### config.mk
export PLATFORM = sky130hd
export DESIGN_NAME = ese_regs
export DESIGN_NICKNAME = d
export VERILOG_FILES = /design/src/rtl/ese_pkg.sv /design/src/rtl/ese_regs.sv
export SDC_FILE = /design/constraint.sdc
export NUM_CORES = 1
export LEC_CHECK = 0
export BUFFER_PORTS_ARGS = -buffer_cell sky130_fd_sc_hd__buf_4
export CORE_ASPECT_RATIO = 0.9
export CORE_MARGIN = 5
export CORE_UTILIZATION = 50
export DETAILED_ROUTE_END_ITERATION = 7
export PLACE_DENSITY = 0.83
export SKIP_CTS_REPAIR_TIMING = 1
export SLEW_MARGIN = 0
export SYNTH_ARGS = -nofsm -noshare
export SYNTH_HDL_FRONTEND = slang
export SYNTH_SLANG_ARGS = --single-unit
### constraint.sdc
create_clock -name i_clk -period 3.1 [get_ports i_clk]
set_input_delay 0.31 -clock i_clk [delete_from_list [all_inputs] [get_ports i_clk]]
set_output_delay 0.31 -clock i_clk [all_outputs]
set_load 0.05 [all_outputs]
### src/rtl/ese_pkg.sv
// ----------------------------------------------------------------------------
// ese_pkg: shared types and constants for the encoder speed estimator
// Field widths, register reset values, register indexes and the
// command/status structs passed between the controller and the datapath.
// ----------------------------------------------------------------------------
`default_nettype none

package ese_pkg;

    // Fixed field widths
    localparam int COUNT_W = 16;
    localparam int TOTAL_W = 32;
    localparam int SPEED_W = 32;
    localparam int DIST_W  = 48;
    localparam int SCALE_W = 24;
    localparam int ALPHA_W = 17;
    localparam int PERIOD_W = 16;

    // Default number of fraction bits in fixed-point values
    localparam int FRAC_BITS_DEF = 16;

    // Register file
    localparam int PADDR_W = 4;
    localparam int PDATA_W = 32;

    localparam logic [1:0] REG_REVERSE     = 2'd0;
    localparam logic [1:0] REG_SPEED_SCALE = 2'd1;
    localparam logic [1:0] REG_ALPHA       = 2'd2;
    localparam logic [1:0] REG_PERIOD      = 2'd3;

    localparam logic [SCALE_W-1:0]  SCALE_RST  = 24'd65536;
    localparam logic [ALPHA_W-1:0]  ALPHA_RST  = 17'd19661;
    localparam logic [PERIOD_W-1:0] PERIOD_RST = 16'd655;

    typedef struct packed {
        logic                reverse;
        logic [SCALE_W-1:0]  speed_scale;
        logic [ALPHA_W-1:0]  alpha;
        logic [PERIOD_W-1:0] period;
    } t_cfg;

    // Controller to datapath
    typedef struct packed {
        logic load_in;    // capture corrected count, bump total
        logic mul_raw;    // raw speed = count * scale
        logic mul_filt;   // low-pass update of speed
        logic mul_dist;   // distance += period * speed
        logic load_out;   // fill output register
        logic out_fresh;  // output distance from this cycle's update
    } t_dp_cmd;

    // Datapath to controller
    typedef struct packed {
        logic out_free;   // output register can take a new result
    } t_dp_sts;

endpackage

`default_nettype wire

### src/rtl/ese_regs.sv
// ----------------------------------------------------------------------------
// ese_regs: APB configuration registers
// Holds reverse, speed_scale, alpha and period; zero-wait-state access.
// ----------------------------------------------------------------------------
`default_nettype none

module ese_regs (
    input  wire                          i_clk,
    input  wire                          i_rst_n,
    input  wire                          psel,
    input  wire                          penable,
    input  wire                          pwrite,
    input  wire [ese_pkg::PADDR_W-1:0]   paddr,
    input  wire [ese_pkg::PDATA_W-1:0]   pwdata,
    output logic [ese_pkg::PDATA_W-1:0]  prdata,
    output logic                         pready,
    output ese_pkg::t_cfg                o_cfg
);
    import ese_pkg::*;

    t_cfg       r_cfg;
    logic       wr_en;
    logic [1:0] reg_idx;

    assign pready  = 1'b1;
    assign wr_en   = psel & penable & pwrite & pready;
    assign reg_idx = paddr[3:2];
    assign o_cfg   = r_cfg;

    // Register writes
    always_ff @(posedge i_clk) begin
        if (!i_rst_n) begin
            r_cfg.reverse     <= 1'b0;
            r_cfg.speed_scale <= SCALE_RST;
            r_cfg.alpha       <= ALPHA_RST;
            r_cfg.period      <= PERIOD_RST;
        end else if (wr_en) begin
            unique case (reg_idx)
                REG_REVERSE:     r_cfg.reverse     <= pwdata[0];
                REG_SPEED_SCALE: r_cfg.speed_scale <= pwdata[SCALE_W-1:0];
                REG_ALPHA:       r_cfg.alpha       <= pwdata[ALPHA_W-1:0];
                REG_PERIOD:      r_cfg.period      <= pwdata[PERIOD_W-1:0];
                default:         ;
            endcase
        end
    end

    // Read mux
    always_comb begin
        unique case (reg_idx)
            REG_REVERSE:     prdata = {{(PDATA_W-1){1'b0}}, r_cfg.reverse};
            REG_SPEED_SCALE: prdata = {{(PDATA_W-SCALE_W){1'b0}}, r_cfg.speed_scale};
            REG_ALPHA:       prdata = {{(PDATA_W-ALPHA_W){1'b0}}, r_cfg.alpha};
            REG_PERIOD:      prdata = {{(PDATA_W-PERIOD_W){1'b0}}, r_cfg.period};
            default:         prdata = '0;
        endcase
    end

endmodule

`default_nettype wire

==> After elaboration in Yosys (flattened, before gate mapping) <==
Cells that the tools add are included.
{ "totals": {"register_bits": 58, "in_bits": 41, "elab_cells": 15} }
{ "classes": {"muxes": 1, "bitwise_logic": 2, "n_eq_ne": 3, "n_reduce_logical": 5} }
{ "ops": {"columns": ["cell", "n"], "rows": [
  ["one-hot mux 32 bit (4 select lines)", 1],
  ["AND reduction 2 bit", 4],
  ["== test 2 bit, second input constant", 2],
  ["AND 1 bit", 2],
  ["== test 2 x 1 -> 1 bit, second input constant", 1],
  ["zero test 2 bit", 1]
]} }

==> Logic depth before layout (Yosys ltp) <==
{ "depth": {"ltp_word": 3, "ltp_mapped": 6, "ltp_nobuf": 3} }

==> Worst setup path before layout <==
OpenSTA, ideal clock, no wires.
{ "synth_timing": {"kind": "input port to output port", "from": "input paddr[3] in the netlist's numbering", "to": "output prdata[11] in the netlist's numbering", "stages": 4, "arrival_ps": 1319, "n_path_buf": 2, "t_required_ps": 2790, "path_slack_ps": 1471, "path_cell_list": "nor2b_1 buf_2 clkbuf_1 a22o_1"} }
{ "synth_between": {"elab_chain_len": 2, "elab_cells_between_ends": 5, "cone_classes": "eq/ne (3); mux (1); reduce/logical (1)"} }
{ "synth_lines": {"columns": ["item", "line", "source"], "rows": [
  ["from (decl)", "ese_regs.sv:13", "input wire [ese_pkg::PADDR_W-1:0] paddr,"],
  ["== test 2 bit, or another cell as far along", "ese_regs.sv:50", "unique case (reg_idx)"],
  ["one-hot mux 32 bit (4 select lines) *", "ese_regs.sv:50", null],
  ["to (decl)", "ese_regs.sv:15", "output logic [ese_pkg::PDATA_W-1:0] prdata,"]
]} }
Mark *: on every way between the ends. The rest lies on a longest branch, timed or not. The select of a mux whose other input is x is not followed.

==> Worst setup path in the final report <==
{ "layout_timing": {"from": "input paddr[3] in the netlist's numbering", "to": "output prdata[15] in the netlist's numbering"} }
Same word-level chain as after synthesis.

==> run_results.csv <==
group,metric,value,unit
timing,setup_slack,1.02,ns
clock_tree,numCtsBuffers,9,
placed_design,dp_hpwl,5170,µm
critical_path,path_class,"primary input to output port",
critical_path,rr_worst_depth,2,
floorplanning,coreArea,5290,µm²
layout,fill_cells,435,
clock_tree,clkTransAtPathRegs,0.06,ns
timing,whs,0.231,ns
synth,synth_area_per_cell,9.33,µm²
timing,fmax,481,MHz
clock_tree,cts_tree,"done",
layout,drive_gt1_frac,0.373,
drt,met2_length,3670,µm
placed_design,place_inst,451,
layout,final_cells,466,
layout,nets,436,
layout,areaGrowthSynthToFinish,34.4,%
floorplanning,dieArea,7090,µm²
pwr,p_leak,1.76,nW
clock_tree,cts-root-buf,"clkbuf_8",
drt,vias,2438,
pwr,irDropWorstVdd,317,µV
drt,first_pass_iters,4,
floorplanning,dieHeight,80.4,µm
floorplanning,die_x,88.2,µm
drt,topRoutingLayerUsed,"met4",
layout,postLayoutCellArea,3700,µm²
clock_tree,clk_path_buf_depth,2,
synth,synth_edf_count,0,
pwr,comb_power_share,0.161,
synth,synth_top_area_cell,"dfxtp_1",
drt,via_per_inst,5.23,
synth,ys.flop_type,"dfxtp_1",
timing,rsz0062_at_grt,"no",
placed_design,port_buffers,112,
pwr,p_sw_frac,0.281,
synth,synth_seq_cells,58,
floorplanning,floorplan.io_pins,132,
critical_path,worstPathMaxFanout,22,
layout,largest_reg_flops,58,
min_path,hp-class,"primary input to flip-flop",
synth,synth_common_cells,"nand2_1 (67), dfxtp_1 (58), mux2i_1 (42)",
synth,synth_cell_types,24,
synth,synth_top_area_frac,0.422,
global_routing,grt_pass1_wl,11600,µm
drt,ant_nets,0,
global_routing,grt_pass1_vias,2355,
placed_design,preCtsSetupSlack,1.01,ns
critical_path,cp_data_required_time,2.79,ns
critical_path,start_kind,"primary input",
pwr,power.density,456,nW/µm²
layout,diodes,0,
timing,tightest_slew,0.775,ns
timing,finClkSkew,0,ns
floorplanning,initial_core_util,0.521,
timing,setup_viol,0,
synth,synth.top_cells.by_area,"dfxtp_1 (42%), mux2i_1 (15%), nand2_1 (9.1%)",
timing,min_period_over_period,0.670,
min_path,worst_hold_path.num_cells,3,
synth,synthCells,295,
timing,fin_tns_setup,0,ns
drt,drc,0,
synth,async_flop_share,0,
timing,post-route-min-period,2.08,ns
critical_path,cp-end-kind,"output port",
critical_path,arrival,1.77,ns
placed_design,gp_congestion,0.728,
pwr,power,1.69,mW
synth,yosysSeqAreaShare,0.422,
synth,synth_area,2750,µm²
global_routing,grt.overflow.total,0,
timing,maxSlewViolCount,0,
drt,drtIter0Drc,146,
clock_tree,clock_latency,0.33,ns
pwr,p_int,1.21,mW
pwr,p_clk_frac,0.386,
synth,synthMostInstantiatedCell,"nand2_1",
clock_tree,ctsHtreeMaxLevel,3,
global_routing,track_usage,0.217,
timing,worst_slew_margin_rel,0.483,
timing,hold_violations,0,
layout,finish.utilization,0.700,
global_routing,grt_max_degree,83,
synth,yosysWarnings,0,
status,status,"finished, final reports clean",
pwr,seqPwrFrac,0.454,
placed_design,postPlaceCellArea,3510,µm²
run,max_cap_viol_count,0,
drt,met1_length,3190,µm
drt,wl_met3,634,µm
pwr,switching_power,0.474,mW
drt,routed_wl,7560,µm
floorplanning,rows,25,
clock_tree,clock-sinks,58,
drt,wl_per_cell,16.2,µm
global_routing,antenna_found_initial,0,
[critical path, stage by stage]
cell	delay [ns]
buf_4	0.31
nor2b_2	0.42
buf_4	0.33
a22o_1	0.19
buf_4	0.20
[cells in the final DEF, fill, tap and decap left out, types with 9 or more instances in the layout]
cell type    n
buf_4      115
nand2_1     67
dfxtp_1     58
mux2i_1     42
a22o_1      16
mux2_2      15
inv_1       15
o211ai_1    15
clkbuf_8    13
nand3_1     10
conb_1       9
[final cells by class]
| type | instances | area (µm²) | area share |
|---|---|---|---|
| clock inverter | 2 | 10.0 | 0.00271 |
| clock buffer | 13 | 179 | 0.0484 |
| timing repair buffer | 115 | 863 | 0.233 |
| inverter | 15 | 56.3 | 0.0152 |
| multi-input combinational | 196 | 1350 | 0.364 |
| sequential | 58 | 1160 | 0.314 |
| tap | 67 | 83.8 | 0.0227 |
[worst paths after layout]
check,to,from,slack [ns]
worst max-delay path,prdata[15],paddr[3],1.02
worst min-delay path,o_cfg[55]$_SDFFE_PN0P_,pwdata[22],0.23
worst max register to register,o_cfg[39]$_SDFFE_PN0P_,o_cfg[39]$_SDFFE_PN0P_,2.40
worst min register to register,o_cfg[53]$_SDFFE_PN0P_,o_cfg[53]$_SDFFE_PN0P_,0.47
[routing by layer]
layer	up-vias	global-route usage
met1	1142	0.266
met2	99	0.354
met3	8	0.0882
met4	0	0.0498
met5	-	0
li1	1189	-
[cell families (layout without fill, tap and decap cells)]
family                 after synthesis  in the layout  synth area share
AO/OA/AOI/OAI                       39             39             0.109
buffers and inverters               48            145             0.100
flip-flops                          58             58             0.422
multiplexers                        58             58             0.222
other                                2              9           0.00273
AND/OR/NAND/NOR                     90             90             0.144
[power groups by stage]
| stage | sequential (mW) | clock, mW | combinational [mW] |
|---|---|---|---|
| final | 0.766 | 0.651 | 0.271 |
| after global routing | 0.767 | 0.704 | 0.287 |
| after CTS | 0.766 | 0.664 | 0.272 |
| after detailed placement | 0.782 | 0 | 0.271 |
| after global placement | 0.782 | 0 | 0.267 |
| after floorplan | 0.820 | 0 | 0.157 |
Note: power is estimated with default switching activity, not from simulation.
