==> src/rtl/ese_pkg.sv <==
// ----------------------------------------------------------------------------
// ese_pkg: shared types and constants for the encoder speed estimator
// Field widths, register reset values, register indexes and the
// command/status structs passed between the controller and the datapath.
// ----------------------------------------------------------------------------
`default_nettype none

package ese_pkg;

    // Fixed field widths
    localparam int COUNT_W = 16;
    localparam int TOTAL_W = 32;
    localparam int SPEED_W = 32;
    localparam int DIST_W  = 48;
    localparam int SCALE_W = 24;
    localparam int ALPHA_W = 17;
    localparam int PERIOD_W = 16;

    // Default number of fraction bits in fixed-point values
    localparam int FRAC_BITS_DEF = 16;

    // Register file
    localparam int PADDR_W = 4;
    localparam int PDATA_W = 32;

    localparam logic [1:0] REG_REVERSE     = 2'd0;
    localparam logic [1:0] REG_SPEED_SCALE = 2'd1;
    localparam logic [1:0] REG_ALPHA       = 2'd2;
    localparam logic [1:0] REG_PERIOD      = 2'd3;

    localparam logic [SCALE_W-1:0]  SCALE_RST  = 24'd65536;
    localparam logic [ALPHA_W-1:0]  ALPHA_RST  = 17'd19661;
    localparam logic [PERIOD_W-1:0] PERIOD_RST = 16'd655;

    typedef struct packed {
        logic                reverse;
        logic [SCALE_W-1:0]  speed_scale;
        logic [ALPHA_W-1:0]  alpha;
        logic [PERIOD_W-1:0] period;
    } t_cfg;

    // Controller to datapath
    typedef struct packed {
        logic load_in;    // capture corrected count, bump total
        logic mul_raw;    // raw speed = count * scale
        logic mul_filt;   // low-pass update of speed
        logic mul_dist;   // distance += period * speed
        logic load_out;   // fill output register
        logic out_fresh;  // output distance from this cycle's update
    } t_dp_cmd;

    // Datapath to controller
    typedef struct packed {
        logic out_free;   // output register can take a new result
    } t_dp_sts;

endpackage

`default_nettype wire

==> src/rtl/ese_ctrl.sv <==
// ----------------------------------------------------------------------------
// ese_ctrl: sequencer of the encoder speed estimator
// Steps one item through the three products of the shared multiplier and
// hands the result to the output register.
// ----------------------------------------------------------------------------
`default_nettype none

module ese_ctrl (
    input  wire               i_clk,
    input  wire               i_rst_n,
    input  wire               i_in_valid,
    output logic              o_in_ready,
    input  ese_pkg::t_dp_sts  i_sts,
    output ese_pkg::t_dp_cmd  o_cmd
);
    import ese_pkg::*;

    typedef enum logic [4:0] {
        S_IDLE = 5'b00001,
        S_RAW  = 5'b00010,
        S_FILT = 5'b00100,
        S_DIST = 5'b01000,
        S_OUT  = 5'b10000
    } t_state;

    t_state r_state;
    t_state n_state;

    assign o_in_ready = (r_state == S_IDLE);

    // Next state and commands
    always_comb begin
        n_state = r_state;
        o_cmd   = '0;
        unique case (r_state)
            S_IDLE: begin
                if (i_in_valid) begin
                    o_cmd.load_in = 1'b1;
                    n_state       = S_RAW;
                end
            end
            S_RAW: begin
                o_cmd.mul_raw = 1'b1;
                n_state       = S_FILT;
            end
            S_FILT: begin
                o_cmd.mul_filt = 1'b1;
                n_state        = S_DIST;
            end
            S_DIST: begin
                o_cmd.mul_dist = 1'b1;
                if (i_sts.out_free) begin
                    o_cmd.load_out  = 1'b1;
                    o_cmd.out_fresh = 1'b1;
                    n_state         = S_IDLE;
                end else begin
                    n_state = S_OUT;
                end
            end
            S_OUT: begin
                if (i_sts.out_free) begin
                    o_cmd.load_out = 1'b1;
                    n_state        = S_IDLE;
                end
            end
            default: n_state = S_IDLE;
        endcase
    end

    always_ff @(posedge i_clk) begin
        if (!i_rst_n) begin
            r_state <= S_IDLE;
        end else begin
            r_state <= n_state;
        end
    end

    // Checks
    a_cmd_excl: assert property (@(posedge i_clk) disable iff (!i_rst_n)
        $onehot0({o_cmd.load_in, o_cmd.mul_raw, o_cmd.mul_filt, o_cmd.mul_dist}))
        else $error("ese_ctrl: more than one datapath step at once");

    a_accept_seq: assert property (@(posedge i_clk) disable iff (!i_rst_n)
        (i_in_valid && o_in_ready) |=> o_cmd.mul_raw ##1 o_cmd.mul_filt)
        else $error("ese_ctrl: accepted transaction not sequenced");

    a_out_free: assert property (@(posedge i_clk) disable iff (!i_rst_n)
        o_cmd.load_out |-> i_sts.out_free)
        else $error("ese_ctrl: output loaded while still occupied");

endmodule

`default_nettype wire

==> config.mk <==
export PLATFORM = sky130hd
export DESIGN_NAME = ese_ctrl
export DESIGN_NICKNAME = d
export VERILOG_FILES = /design/src/rtl/ese_pkg.sv /design/src/rtl/ese_ctrl.sv
export SDC_FILE = /design/constraint.sdc
export NUM_CORES = 1
export LEC_CHECK = 0
export ABC_AREA = 1
export BUFFER_PORTS_ARGS = -buffer_cell sky130_fd_sc_hd__buf_2
export CAP_MARGIN = 30
export CORE_AREA = 2 2 39 41
export CTS_CLUSTER_SIZE = 12
export DETAILED_ROUTE_END_ITERATION = 6
export DIE_AREA = 0 0 41 43
export PLACE_DENSITY = 0.42
export SETUP_SLACK_MARGIN = 0.2
export SLEW_MARGIN = 25
export SYNTH_ARGS = -nofsm -noshare
export SYNTH_HDL_FRONTEND = slang
export SYNTH_SLANG_ARGS = --single-unit
export TNS_END_PERCENT = 50
==> constraint.sdc <==
create_clock -name i_clk -period 1.4 [get_ports i_clk]
set_input_delay 0.21 -clock i_clk [delete_from_list [all_inputs] [get_ports i_clk]]
set_output_delay 0.21 -clock i_clk [all_outputs]
set_load 0.02 [all_outputs]
* Yosys cells after proc, flatten, opt, wreduce, memory -nomap -nowiden
Index checks and enable logic that the tools add are counted.
** Word-level totals
- Output and inout bits :: 7
- Bits of input ports :: 4
- Flip-flop bits (word level) :: 5
- Word-level logic and storage cells :: 22
** Cells by class
- Reduce and logical (&&, ||, !) cells :: 1
- Eq/ne operators :: 7
- Muxes and demuxes :: 13
** Operators with widths (count)
- $pmux 5 s5 :: 1
- $mux 5 :: 3
- $mux 1 :: 7
- $eq 5x1->1 const B :: 1
- $eq 5x2->1 const B :: 1
- $eq 5x3->1 const B :: 1
- $eq 5x4->1 const B :: 1
- $eq 5x5->1 const B :: 1
- $ne 2x2->1 const B :: 2
- $mux 2 :: 1
- $pmux 1 s2 :: 1
- $reduce_and 2->1 :: 1

* Longest topological paths before layout
Gate-level depths: netlist of run 1.
- Depth after elaboration :: 3
- Depth in mapped cells :: 8
- Gate-level depth less buffers :: 8

* Worst setup path after synthesis of run 1
Ideal clock, no wire load.
- Path type :: reg-to-output
- Start point :: register r_state[0]
- End point :: output port o_cmd[1] in the netlist's numbering
- Data arrival time :: 1.248 ns
- Buffers on the path :: 0
- Data required time :: 1.190 ns
- Setup slack :: -0.058 ns
- Cell stages (with the launch flop) :: 6
- Cells stage by stage :: dfxtp_1 > nor2_2 > inv_2 > nor2_4 > inv_2 > a21boi_0
** RTL lines
- start, declared :: RTL line ese_ctrl.sv:26 : t_state r_state;
- start signal, assigned :: RTL line ese_ctrl.sv:74 : r_state <= n_state;
- end, declared :: RTL line ese_ctrl.sv:14 : output ese_pkg::t_dp_cmd o_cmd

==> results of run 1 <==
final timing paths:
path	from	endpoint
worst max-delay path	r_state[2]$_SDFFE_PN0P_	o_cmd[5]
worst max register to register	r_state[2]$_SDFFE_PN0P_	r_state[0]$_SDFFE_PN1P_
worst min register to register	r_state[1]$_SDFFE_PN0P_	r_state[2]$_SDFFE_PN0P_
worst min-delay path	i_sts	r_state[4]$_SDFFE_PN0P_
worst max-delay path: cells and delay by family (launching register included):
family                 cells  cell delay (ns)
buffers and inverters      2             0.19
DFF                        1             0.33
and+or+nand+nor            4             0.44
report_power, final:
part	total (mW)	leakage (nW)	internal (mW)	switching [mW]
clock network	0.169	0.0150	0.108	0.0613
logic	0.133	0.181	0.0557	0.0776
registers	0.160	0.0424	0.151	0.00858
repair_timing:
item	in CTS	in global routing
pin swaps	7	4
buffers inserted	3	0
setup endpoints to repair	7	8
resized for setup	20	4
routing by layer:
layer,wire length (µm),share of wire
met3,35,0.048
met5,0,0
met4,19,0.026
met2,368,0.51
met1,305,0.42
area by class of cell:
| class | instances | share of cell area |
|---|---|---|
| multi-input combinational | 29 | 0.3819 |
| sequential | 5 | 0.2136 |
| timing repair buffer | 13 | 0.2136 |
| inverter | 13 | 0.09799 |
| tap | 16 | 0.04020 |
| clock buffer | 4 | 0.05276 |
cells in the final DEF (no fill, tap or decap):
cell,n
nor3_1,3
nor2_2,2
nand3_1,1
nand2_2,2
buf_2,4
o21ai_2,1
nor2_4,5
buf_6,5
inv_2,4
dfxtp_2,5
a21boi_2,1
inv_1,9
buf_4,4
nand3_2,2
clkbuf_1,1
a211oi_1,1
nor2_1,2
clkbuf_4,3
nand2_1,9
stage by stage:
step,worst slack (ns),area (µm²),cells,hold slack (ns)
floorplan,0.1875,319.1,48,0.2885
finish,0.0005638,498.0,80,0.1767
global placement,0.1805,381.6,73,0.4346
global route,-0.08112,498.0,80,0.1964
detailed placement,0.1963,381.6,73,0.4387
CTS,-0.005984,485.5,80,0.1665
kinds of logic after synthesis:
group,after synthesis,share of synthesized area
AND/OR/NAND/NOR,26,0.4239
buffers and inverters,14,0.1800
flip-flops,5,0.3200
AO/OA/AOI/OAI,3,0.07602
==> flow_summary_export.csv, run 1 <==
group,metric,value,unit
run_status,outcome,"finished clean",
floorplanning,die-area,1763,µm²
setup_path,critPathCaptureType,"primary output",
setup_path,crit_arrival,1.19,ns
yosys,synth_ff_type,"dfxtp_1",
clock_network,cts_tree,"built",
hold_path,min_path_cells,2,
floorplanning,ios,11,
pwr,leakagePower,0.2381,nW
yosys,yosys.area.top_type,"dfxtp_1",
place,dp_hpwl,508.8,µm
sta,fmax,714.6,MHz
floorplanning,start_util,0.2260,
yosys,syn-num-nets,52,
yosys,yosys-top-cells-area,"dfxtp_1 32%, inv_1 13%, nand2_1 11%, nor2_4 7.2%, nor2_2 6.0%",
clock_network,holdBufCountCts,0,
routing,routed_wl,728,µm
place,io_buffers,10,
routing,viasPerCell,4.013,
grt,antenna_found_initial,0,
floorplanning,chipHeight,43,µm
yosys,async_flop_share,0,
routing,ant_nets,0,
routing,drc,0,
finish,top_regs,"r_state: 5 flops",
finish,area_growth,59.20,%
setup_path,cp_max_fo,4,
yosys,syn_area,312.8,µm²
grt,grt-ovfl-total,0,
routing,drt-pass1-iter-count,3,
yosys,ys_seq_elements,5,
setup_path,crit_path_start_kind,"register",
grt,use_met1,0.1186,
grt,grt_pass1_wl,1.104,mm
yosys,synth_top_area_share,0.3200,
finish,post-route-util,0.3599,
floorplanning,core,1384,µm²
clock_network,cts-htree-levels,1,
setup_path,criticalPathCategory,"register to primary output",
finish,antenna-diode-count,0,
yosys,synth_cell_type_count,14,
floorplanning,rows,14,
finish,multi_input_area,190.2,µm²
clock_network,clk_pin_slew,0.05,ns
clock_network,numCtsBuffers,3,
yosys,syn_inst,48,
finish,largest_reg_flops,5,
yosys,yosys-top-cells-count,"11 x inv_1, 9 x nand2_1, 5 x dfxtp_1",
sta,min_period,1.399,ns
setup_path,crit_path_max_incr_delay,0.33,ns
clock_network,root_buffer,"clkbuf_4",
clock_network,clock_latency,0.24,ns
grt,grtUsageTotal,0.1043,
finish,n_fill_cell,158,
flow_run,maxCapViolCount,0,
sta,fin_setup_tns,0,ns
sta,skew,0.004475,ns
pwr,ir_drop,401.6,µV
clock_network,clock_path_buffers,2,
routing,drt_iter0_markers,2,
grt,grt_max_degree,5,
sta,relSlewSlack,0.8923,
yosys,yosys_warnings,0,
hold_path,hp-class,"primary input to register",
pwr,p_total,0.4626,mW
finish,nets,69,
setup_path,worstPathRequired,1.19,ns
setup_path,reg2regPathDepth,9,
sta,tightestPinTransition,0.1606,ns
setup_path,path_cells,"nor2_4 > nand2_2 > nor2_4 > inv_2 > nor2_4 > buf_6",
clock_network,cts_sinks,5,
grt,top_usage_layer,"met2",
finish,regMostFlops,"r_state",
finish,drive_gt1_frac,0.5938,
yosys,yosysSeqAreaShare,0.3200,
grt,met2_usage,0.1344,
setup_path,cpMostUsedCell,"nor2_4",
grt,grtUsageMet3,0.03141,
setup_path,rrSetupSlack,0.24,ns
sta,timing.final.crit_share,0.9996,
sta,slew_violations,0,
floorplanning,die_w,41,µm
sta,setup_viol,0,
sta,rsz0062_at_grt,"yes",
pwr,p_per_area,928.9,nW/µm²
place,place.gp.congestion,0.6601,
grt,grt_pass1_vias,279,
routing,vias,321,
finish,seqCellArea,106.4,µm²
sta,hold_viol_final,0,
routing,wl_per_cell,9.100,µm
yosys,synth_most_common_cell,"inv_1",
setup_path,critPathSlowestCell,"dfxtp_2",
yosys,synth_edf_count,0,
yosys,avgSynthCellArea,6.517,µm²
(Power assumes the default switching activity.)
==> inputs of run 2 (changes only) <==
clock period = 1.6 ns   (was 1.4 ns; I/O delays follow)
==> flow_summary_export.csv, run 2 (synthesized netlist as in run 1, its figures left out) <==
group,metric,value,unit
floorplanning,start_util,0.2260,
finish,nets,70,
clock_network,clock_path_buffers,2,
finish,post-route-util,0.3409,
clock_network,clock_latency,0.24,ns
setup_path,cp_max_fo,3,
run_status,outcome,"finished clean",
routing,drc,0,
sta,fin_setup_tns,0,ns
finish,area_growth,50.80,%
routing,drt_iter0_markers,1,
grt,grt_max_degree,5,
grt,top_usage_layer,"met1",
grt,grt_pass1_wl,1.159,mm
sta,fmax,694.0,MHz
flow_run,maxCapViolCount,0,
finish,multi_input_area,182.7,µm²
finish,antenna-diode-count,0,
setup_path,criticalPathCategory,"register to primary output",
grt,met2_usage,0.1250,
hold_path,min_path_cells,2,
place,place.gp.congestion,0.6050,
routing,ant_nets,0,
clock_network,root_buffer,"clkbuf_4",
clock_network,clk_pin_slew,0.04,ns
sta,skew,0.001720,ns
place,io_buffers,10,
setup_path,r2r_start,"r_state[3]$_SDFFE_PN0P_",
pwr,leakagePower,0.2385,nW
finish,regMostFlops,"r_state",
finish,n_fill_cell,158,
setup_path,path_cells,"nor2_4 > nand3_1 > a21boi_2 > buf_4",
finish,seqCellArea,105.1,µm²
setup_path,worstPathRequired,1.36,ns
routing,routed_wl,682,µm
hold_path,whs_endpoint,"r_state[4]$_SDFFE_PN0P_",
sta,setup_viol,0,
pwr,ir_drop,355.4,µV
routing,vias,324,
clock_network,cts-htree-levels,1,
floorplanning,ios,11,
sta,min_period,1.441,ns
hold_path,hp-start,"i_sts",
finish,design_area,471.7,µm²
sta,timing.final.crit_share,0.9006,
setup_path,critPathCaptureType,"primary output",
setup_path,crit_path_start_kind,"register",
grt,use_met1,0.1286,
sta,tightestPinTransition,0.1836,ns
finish,drive_gt1_frac,0.5538,
grt,grt-ovfl-total,0,
clock_network,holdBufCountCts,0,
sta,relSlewSlack,0.8772,
pwr,p_per_area,834.1,nW/µm²
floorplanning,die-area,1763,µm²
clock_network,cts_tree,"built",
sta,rsz0062_at_grt,"yes",
setup_path,critPathSlowestCell,"dfxtp_2",
finish,mostFrequentLayoutCells,"9 x nand2_1, 9 x inv_1, 8 x buf_2",
finish,largest_reg_flops,5,
floorplanning,rows,14,
grt,grt_pass1_vias,277,
floorplanning,die_w,41,µm
setup_path,rrSetupSlack,0.44,ns
grt,grtUsageMet3,0.06283,
setup_path,reg2regPathDepth,9,
clock_network,cts_sinks,5,
setup_path,r2r-end,"r_state[0]$_SDFFE_PN1P_",
routing,drt-pass1-iter-count,2,
sta,hold_viol_final,0,
grt,grtUsageTotal,0.1044,
place,dp_hpwl,514.7,µm
hold_path,hp-class,"primary input to register",
clock_network,numCtsBuffers,3,
grt,antenna_found_initial,0,
pwr,p_total,0.3935,mW
routing,wl_per_cell,8.420,µm
setup_path,crit_arrival,1.20,ns
place,place_area,375.4,µm²
sta,slew_violations,0,
routing,viasPerCell,4.000,
floorplanning,core,1384,µm²
floorplanning,chipHeight,43,µm
setup_path,crit_path_max_incr_delay,0.34,ns
finish,top_regs,"r_state: 5 flops",
[run 2: how the worst max path moves through the flow]
stage                     slack (ns)  cells after the start               startpoint        to
after global routing            0.08                      6  r_state[1]$_SDFFE_PN0P_  o_cmd[1]
final                           0.16                      4  r_state[3]$_SDFFE_PN0P_  o_cmd[1]
after detailed placement        0.35                      6  r_state[3]$_SDFFE_PN0P_  o_cmd[5]
after floorplan                 0.27                      5  r_state[0]$_SDFFE_PN1P_  o_cmd[1]
after global placement          0.34                      6  r_state[3]$_SDFFE_PN0P_  o_cmd[5]
after CTS                       0.13                      6  r_state[2]$_SDFFE_PN0P_  o_cmd[5]
[run 2: routing by layer]
metal	routed length [µm]	share of wire	vias up
li1	-	-	178
met1	294	0.43	136
met2	332	0.49	8
met3	47	0.069	2
met4	8	0.012	0
met5	0	0	-
[run 2: final cells by class]
| class | instances | share of cell area |
|---|---|---|
| clock buffers | 4 | 0.05570 |
| repair buffers | 14 | 0.1883 |
| multi-input cells | 29 | 0.3873 |
| flip-flops and latches | 5 | 0.2228 |
| inverters | 13 | 0.1034 |
| well taps | 16 | 0.04244 |
[run 2: repair_timing]
item                                    CTS  global route
pin swaps                                 4             3
setup buffers                             2             2
gates resized for setup                  10             5
endpoints found under the setup margin    4             5
[run 2: worst max-delay path: cells and delay by family (launching register included)]
kind / cells / cell delay, ns
flip-flops: 1 / 0.34
AO/OA/AOI/OAI: 1 / 0.18
AND/OR/NAND/NOR: 2 / 0.29
buffers and inverters: 1 / 0.15
[run 2: power breakdown]
part | internal (mW) | switching, mW
combinational | 0.0464 | 0.0637
clock | 0.0941 | 0.0489
sequential | 0.133 | 0.00755
[run 2: metrics by stage]
step,hold slack [ns],worst slack (ns),instances
2_1_floorplan,0.3185,0.2708,48
3_3_place_gp,0.4732,0.3424,73
3_5_place_dp,0.4669,0.3460,73
4_1_cts,0.2119,0.1261,79
5_1_grt,0.2338,0.07731,81
6_report,0.2252,0.1591,81
